<file path="src/sv/cvh_pkg.sv">
// ----------------------------------------------------------------------------
// cvh_pkg
// Types, widths and codes shared by the convex hull block.
// ----------------------------------------------------------------------------
package cvh_pkg;

  // Capacity and coordinate width
  localparam int MAX_POINTS = 64;
  localparam int COORD_BITS = 16;
  localparam int MIN_UNIQUE = 3;
  localparam int STK_DEPTH  = 2 * MAX_POINTS;

  // Derived widths
  localparam int IDX_W      = $clog2(MAX_POINTS);
  localparam int CNT_W      = $clog2(MAX_POINTS + 1);
  localparam int STK_AW     = $clog2(STK_DEPTH);
  localparam int TOP_W      = $clog2(STK_DEPTH + 1);
  localparam int DIFF_W     = COORD_BITS + 1;
  localparam int PROD_W     = 2 * DIFF_W;
  localparam int CTOL_W     = 8;
  localparam int TTOL_W     = 20;
  localparam int TURN_W     = (PROD_W + 1 > TTOL_W + 1) ? PROD_W + 1 : TTOL_W + 1;
  localparam int FIELD_W    = 16;

  // Configuration port
  localparam int CFG_AW     = 3;
  localparam int CFG_DW     = 32;
  localparam logic [0:0] REG_COORD_TOL = 1'b0;
  localparam logic [0:0] REG_TURN_TOL  = 1'b1;

  typedef logic signed [FIELD_W-1:0]    field_t;
  typedef logic signed [COORD_BITS-1:0] coord_t;
  typedef logic signed [DIFF_W-1:0]     diff_t;
  typedef logic signed [PROD_W-1:0]     prod_t;
  typedef logic signed [TURN_W-1:0]     turn_t;

  typedef struct packed {
    coord_t x;
    coord_t y;
  } point_t;

  typedef enum logic [1:0] {
    ST_OK   = 2'd0,
    ST_FEW  = 2'd1,
    ST_DROP = 2'd2
  } status_t;

  // Commands from the controller to the datapath
  typedef struct packed {
    logic load;
    logic ins_rd;
    logic ins_shift;
    logic ins_put;
    logic dd_init;
    logic dd_rd;
    logic dd_cmp;
    logic h_init;
    logic h_rd;
    logic h_load;
    logic h_mul;
    logic h_pop;
    logic h_popw;
    logic h_push;
    logic e_rd;
    logic e_load;
    logic e_err;
    logic e_next;
    logic finish;
  } cmd_t;

  // Status from the datapath to the controller
  typedef struct packed {
    logic full;
    logic last;
    logic j_zero;
    logic less;
    logic dd_done;
    logic u_small;
    logic can_test;
    logic turn_le;
    logic hull_last;
    logic out_taken;
    logic out_last;
  } sts_t;

endpackage

</file>
<file path="src/sv/cvh_ctrl.sv">
// ----------------------------------------------------------------------------
// cvh_ctrl
// Sequencer: load with insertion, duplicate removal, chain building, output.
// ----------------------------------------------------------------------------
module cvh_ctrl (
  input  logic          clk,
  input  logic          rst_n,
  input  logic          in_valid,
  output logic          in_ready,
  input  cvh_pkg::sts_t sts,
  output cvh_pkg::cmd_t cmd
);
  import cvh_pkg::*;

  typedef enum logic [16:0] {
    S_IDLE    = 17'h00001,
    S_LOADED  = 17'h00002,
    S_INS_CHK = 17'h00004,
    S_INS_CMP = 17'h00008,
    S_DD_INIT = 17'h00010,
    S_DD_RD   = 17'h00020,
    S_DD_CMP  = 17'h00040,
    S_DD_END  = 17'h00080,
    S_H_RD    = 17'h00100,
    S_H_LOAD  = 17'h00200,
    S_H_TEST  = 17'h00400,
    S_H_CMP   = 17'h00800,
    S_H_POPW  = 17'h01000,
    S_H_PUSH  = 17'h02000,
    S_E_RD    = 17'h04000,
    S_E_LOAD  = 17'h08000,
    S_E_WAIT  = 17'h10000
  } state_t;

  state_t state_r, state_nxt;

  assign in_ready = (state_r == S_IDLE);

  // Next state and commands
  always_comb begin
    state_nxt = state_r;
    cmd       = '0;
    case (state_r)
      S_IDLE: begin
        if (in_valid) begin
          cmd.load  = 1'b1;
          state_nxt = S_LOADED;
        end
      end
      S_LOADED: begin
        if (!sts.full) state_nxt = S_INS_CHK;
        else if (sts.last) state_nxt = S_DD_INIT;
        else state_nxt = S_IDLE;
      end
      S_INS_CHK: begin
        if (sts.j_zero) begin
          cmd.ins_put = 1'b1;
          state_nxt   = sts.last ? S_DD_INIT : S_IDLE;
        end else begin
          cmd.ins_rd = 1'b1;
          state_nxt  = S_INS_CMP;
        end
      end
      S_INS_CMP: begin
        if (sts.less) begin
          cmd.ins_shift = 1'b1;
          state_nxt     = S_INS_CHK;
        end else begin
          cmd.ins_put = 1'b1;
          state_nxt   = sts.last ? S_DD_INIT : S_IDLE;
        end
      end
      S_DD_INIT: begin
        cmd.dd_init = 1'b1;
        state_nxt   = S_DD_RD;
      end
      S_DD_RD: begin
        if (sts.dd_done) begin
          state_nxt = S_DD_END;
        end else begin
          cmd.dd_rd = 1'b1;
          state_nxt = S_DD_CMP;
        end
      end
      S_DD_CMP: begin
        cmd.dd_cmp = 1'b1;
        state_nxt  = S_DD_RD;
      end
      S_DD_END: begin
        if (sts.u_small) begin
          cmd.e_err = 1'b1;
          state_nxt = S_E_WAIT;
        end else begin
          cmd.h_init = 1'b1;
          state_nxt  = S_H_RD;
        end
      end
      S_H_RD: begin
        cmd.h_rd  = 1'b1;
        state_nxt = S_H_LOAD;
      end
      S_H_LOAD: begin
        cmd.h_load = 1'b1;
        state_nxt  = S_H_TEST;
      end
      S_H_TEST: begin
        if (sts.can_test) begin
          cmd.h_mul = 1'b1;
          state_nxt = S_H_CMP;
        end else begin
          state_nxt = S_H_PUSH;
        end
      end
      S_H_CMP: begin
        if (sts.turn_le) begin
          cmd.h_pop = 1'b1;
          state_nxt = S_H_POPW;
        end else begin
          state_nxt = S_H_PUSH;
        end
      end
      S_H_POPW: begin
        cmd.h_popw = 1'b1;
        state_nxt  = S_H_TEST;
      end
      S_H_PUSH: begin
        cmd.h_push = 1'b1;
        state_nxt  = sts.hull_last ? S_E_RD : S_H_RD;
      end
      S_E_RD: begin
        cmd.e_rd  = 1'b1;
        state_nxt = S_E_LOAD;
      end
      S_E_LOAD: begin
        cmd.e_load = 1'b1;
        state_nxt  = S_E_WAIT;
      end
      S_E_WAIT: begin
        if (sts.out_taken) begin
          if (sts.out_last) begin
            cmd.finish = 1'b1;
            state_nxt  = S_IDLE;
          end else begin
            cmd.e_next = 1'b1;
            state_nxt  = S_E_RD;
          end
        end
      end
      default: state_nxt = S_IDLE;
    endcase
  end

  // State register
  always_ff @(posedge clk) begin
    if (!rst_n) state_r <= S_IDLE;
    else state_r <= state_nxt;
  end

endmodule

</file>
<file path="config.mk">
export PLATFORM = sky130hd
export DESIGN_NAME = cvh_ctrl
export DESIGN_NICKNAME = d
export VERILOG_FILES = /design/src/sv/cvh_pkg.sv /design/src/sv/cvh_ctrl.sv
export SDC_FILE = /design/constraint.sdc
export NUM_CORES = 1
export LEC_CHECK = 0
export BUFFER_PORTS_ARGS = -buffer_cell sky130_fd_sc_hd__buf_4
export CAP_MARGIN = 0
export CORE_ASPECT_RATIO = 0.8
export CORE_MARGIN = 4
export CORE_UTILIZATION = 30
export CTS_CLUSTER_DIAMETER = 100
export DETAILED_ROUTE_END_ITERATION = 10
export GPL_TIMING_DRIVEN = 0
export SYNTH_ARGS = -nofsm -noshare
export SYNTH_HDL_FRONTEND = slang
export SYNTH_SLANG_ARGS = --single-unit
export TNS_END_PERCENT = 30
</file>
<file path="constraint.sdc">
create_clock -name clk -period 3.5 [get_ports clk]
set_clock_uncertainty 0.2 [all_clocks]
set_input_delay 0.35 -clock clk [delete_from_list [all_inputs] [get_ports clk]]
set_output_delay 0.35 -clock clk [all_outputs]
set_load 0.02 [all_outputs]
</file>
==> results_dict.tcl <==
set metrics [dict create \
    dr_wl_met2_um 1480 \
    wl_met3_um 107 \
    power.density_mw_per_mm2 279 \
    netlist.area_leader.share 0.285 \
    crit_arrival_ns 2.17 \
    instances_no_fill 236 \
    drt-met1-wl_um 1480 \
    nFillCells 387 \
    worstMarginPinSlew_ns 0.494 \
    coreArea_mm2 0.00383 \
    grt_pass1_wl_um 5260 \
    crit_chain "clkbuf_1 -> nor4_4 -> nand2_1 -> or3_4 -> nor4b_1 -> buf_4" \
    synth_warnings 0 \
    synth-edff-count 0 \
    dp.cells 232 \
    post-cts-setup-buffers 0 \
    grt.total_usage 0.130 \
    pin_count 34 \
    slew_headroom 0.670 \
    finalCritPeriodShare 0.778 \
    post-place-ws_ns 1.06 \
    drt_wl_total_um 3110 \
    dieWidth_um 78.6 \
    antennaDiodeCount 0 \
    vias_per_cell 4.92 \
    initial_core_util 0.312 \
    synthTopCellsByArea "dfxtp_1 28%, nor4_4 7.1%, nor3_1 5.0%" \
    cts-buffers-inserted 3 \
    grt_max_degree 11 \
    drc_errors 0 \
    cts_tree "built" \
    synth_seq_area_share 0.285 \
    start_kind "flop" \
    fin_nets 196 \
    synth_commonest_cells "17 x dfxtp_1, 16 x nor2_1, 12 x nand2_1, 12 x nor3_1, 9 x nor4_1" \
    critical-path-max-stage-delay_ns 0.43 \
    maxCapViolations 0 \
    port_buffers 33 \
    ys_async_sr_fraction 0 \
    initialDrtViolationCount 48 \
    netlist_area_mm2 0.00120 \
    worst_setup_path_end_kind "output pin" \
    period_needed_ns 2.72 \
    top_layer "met4" \
    gr-total-overflow 0 \
    path_class "flop to output pin" \
    max_freq_ghz 0.367 \
    clock_latency_ns 0.26 \
    drt_first_pass_iters 4 \
    worstPathRequired_ns 2.95 \
    final_hold_viol_count 0 \
    yosysTopAreaCell "dfxtp_1" \
    clock_sinks 17 \
    ys_ff_latch 17 \
    root_buffer "clkbuf_8" \
    route.antenna.remaining_nets 0 \
    syn-instance-count 144 \
    status "complete, no violations" \
    antenna_found_initial 0 \
    core.rowCount 20 \
    final-setup-viol-count 0 \
    die_h_um 64.5 \
    grt_pass1_vias 1144 \
    finalPower_w 0.000434 \
    setup_tns_ns 0 \
    synth_area_per_cell_um2 8.31 \
    ctsResizeCount 0 \
    clock_path_buffers 2 \
    clkSlewWorstSetupHoldPaths_ns 0.07 \
    htreeDepth 1 \
    largest_registers "state_r (17)" \
    wl_per_cell_um 13.2 \
    syn2layout_area_growth_pct 30.2 \
    yosysMostFrequentCell "dfxtp_1" \
    hold_buffers 0 \
    via_count 1160 \
    peakVddDrop_mv 0.141 \
    p_leak_nw 0.653 \
    rsz0062_at_grt "false" \
    synth_nets 158 \
    place_congestion 0.882 \
    largest_reg_flops 17 \
    slew_violations 0 \
    slowest_stage "or3_4" \
    die_area_mm2 0.00507 \
    ys_types 41 \
    fin_ws_ns 0.777 \
    synth_top_flop_cell "dfxtp_1" \
    layout-drive-gt1-share 0.293 \
    cp_max_fo 9 \
    regMostFlops "state_r" \
    hold_class "input pin to flop" \
    hpwl_um 2400 \
]
worst paths after layout:
kind	startpoint	endpoint	slack, ns	depth (start not counted)
min	sts[2]	state_r[14]$_SDFFE_PN0P_	0.13	3
max	state_r[11]$_SDFFE_PN0P_	cmd[12]	0.78	6
min reg2reg	state_r[5]$_SDFFE_PN0P_	state_r[5]$_SDFFE_PN0P_	0.37	2
max reg2reg	state_r[3]$_SDFFE_PN0P_	state_r[10]$_SDFFE_PN0P_	1.20	7
report_power, final:
part	switching [W]	internal, W	leakage [nW]
Sequential	0.00000355	0.000196	0.137
Combinational	0.0000447	0.0000361	0.493
Clock	0.0000727	0.0000811	0.0228
through the flow:
stage,util,instance area (um^2),hold slack [ns]
floorplan,-,1200,0.269
global placement,0.395,1510,0.345
detailed placement,0.395,1510,0.357
CTS,0.407,1560,0.125
global route,0.407,1560,0.133
finish,0.407,1560,0.129
layer usage:
layer  vias up  GRT usage
li1        606          -
met1       523      0.168
met2        27      0.220
met3         4     0.0181
met4         0     0.0459
met5         -          0
cell type report:
cell class,instances,area (um^2),area share
inverter,6,22.5,0.0145
timing repair buffer,33,248,0.159
buffer,8,51.3,0.0329
multi-input combinational,113,782,0.502
sequential,17,340,0.218
clock buffer,4,45.0,0.0289
tap,55,68.8,0.0442
layout by cell type (no fill, tap or decap), types with 3 or more instances in the layout:
master    count
nor4_4        4
clkbuf_8      3
nor4_1        9
inv_1         6
nand2_1      12
dfxtp_1      17
nor4b_1       3
nor2_1       16
o21ai_0       5
nand2b_1      3
clkbuf_1      4
nor3b_1       7
and3_1        3
xor2_1        3
nor3_1       12
xnor2_1       3
a21oi_1       4
o211ai_1      3
buf_4        34
worst max-delay path, delay by kind of cell (launching register included):
kind / cells / cell delay, ns
buffers and inverters: 2 / 0.42
DFF: 1 / 0.30
and+or+nand+nor: 4 / 1.21
kinds of logic after synthesis:
family / synth area share
AOI/OAI and AO/OA: 0.128
DFF: 0.285
buffers and inverters: 0.0617
and+or+nand+nor: 0.482
xor gates and xnor gates: 0.0439
Power figures use the tool's default switching activity.
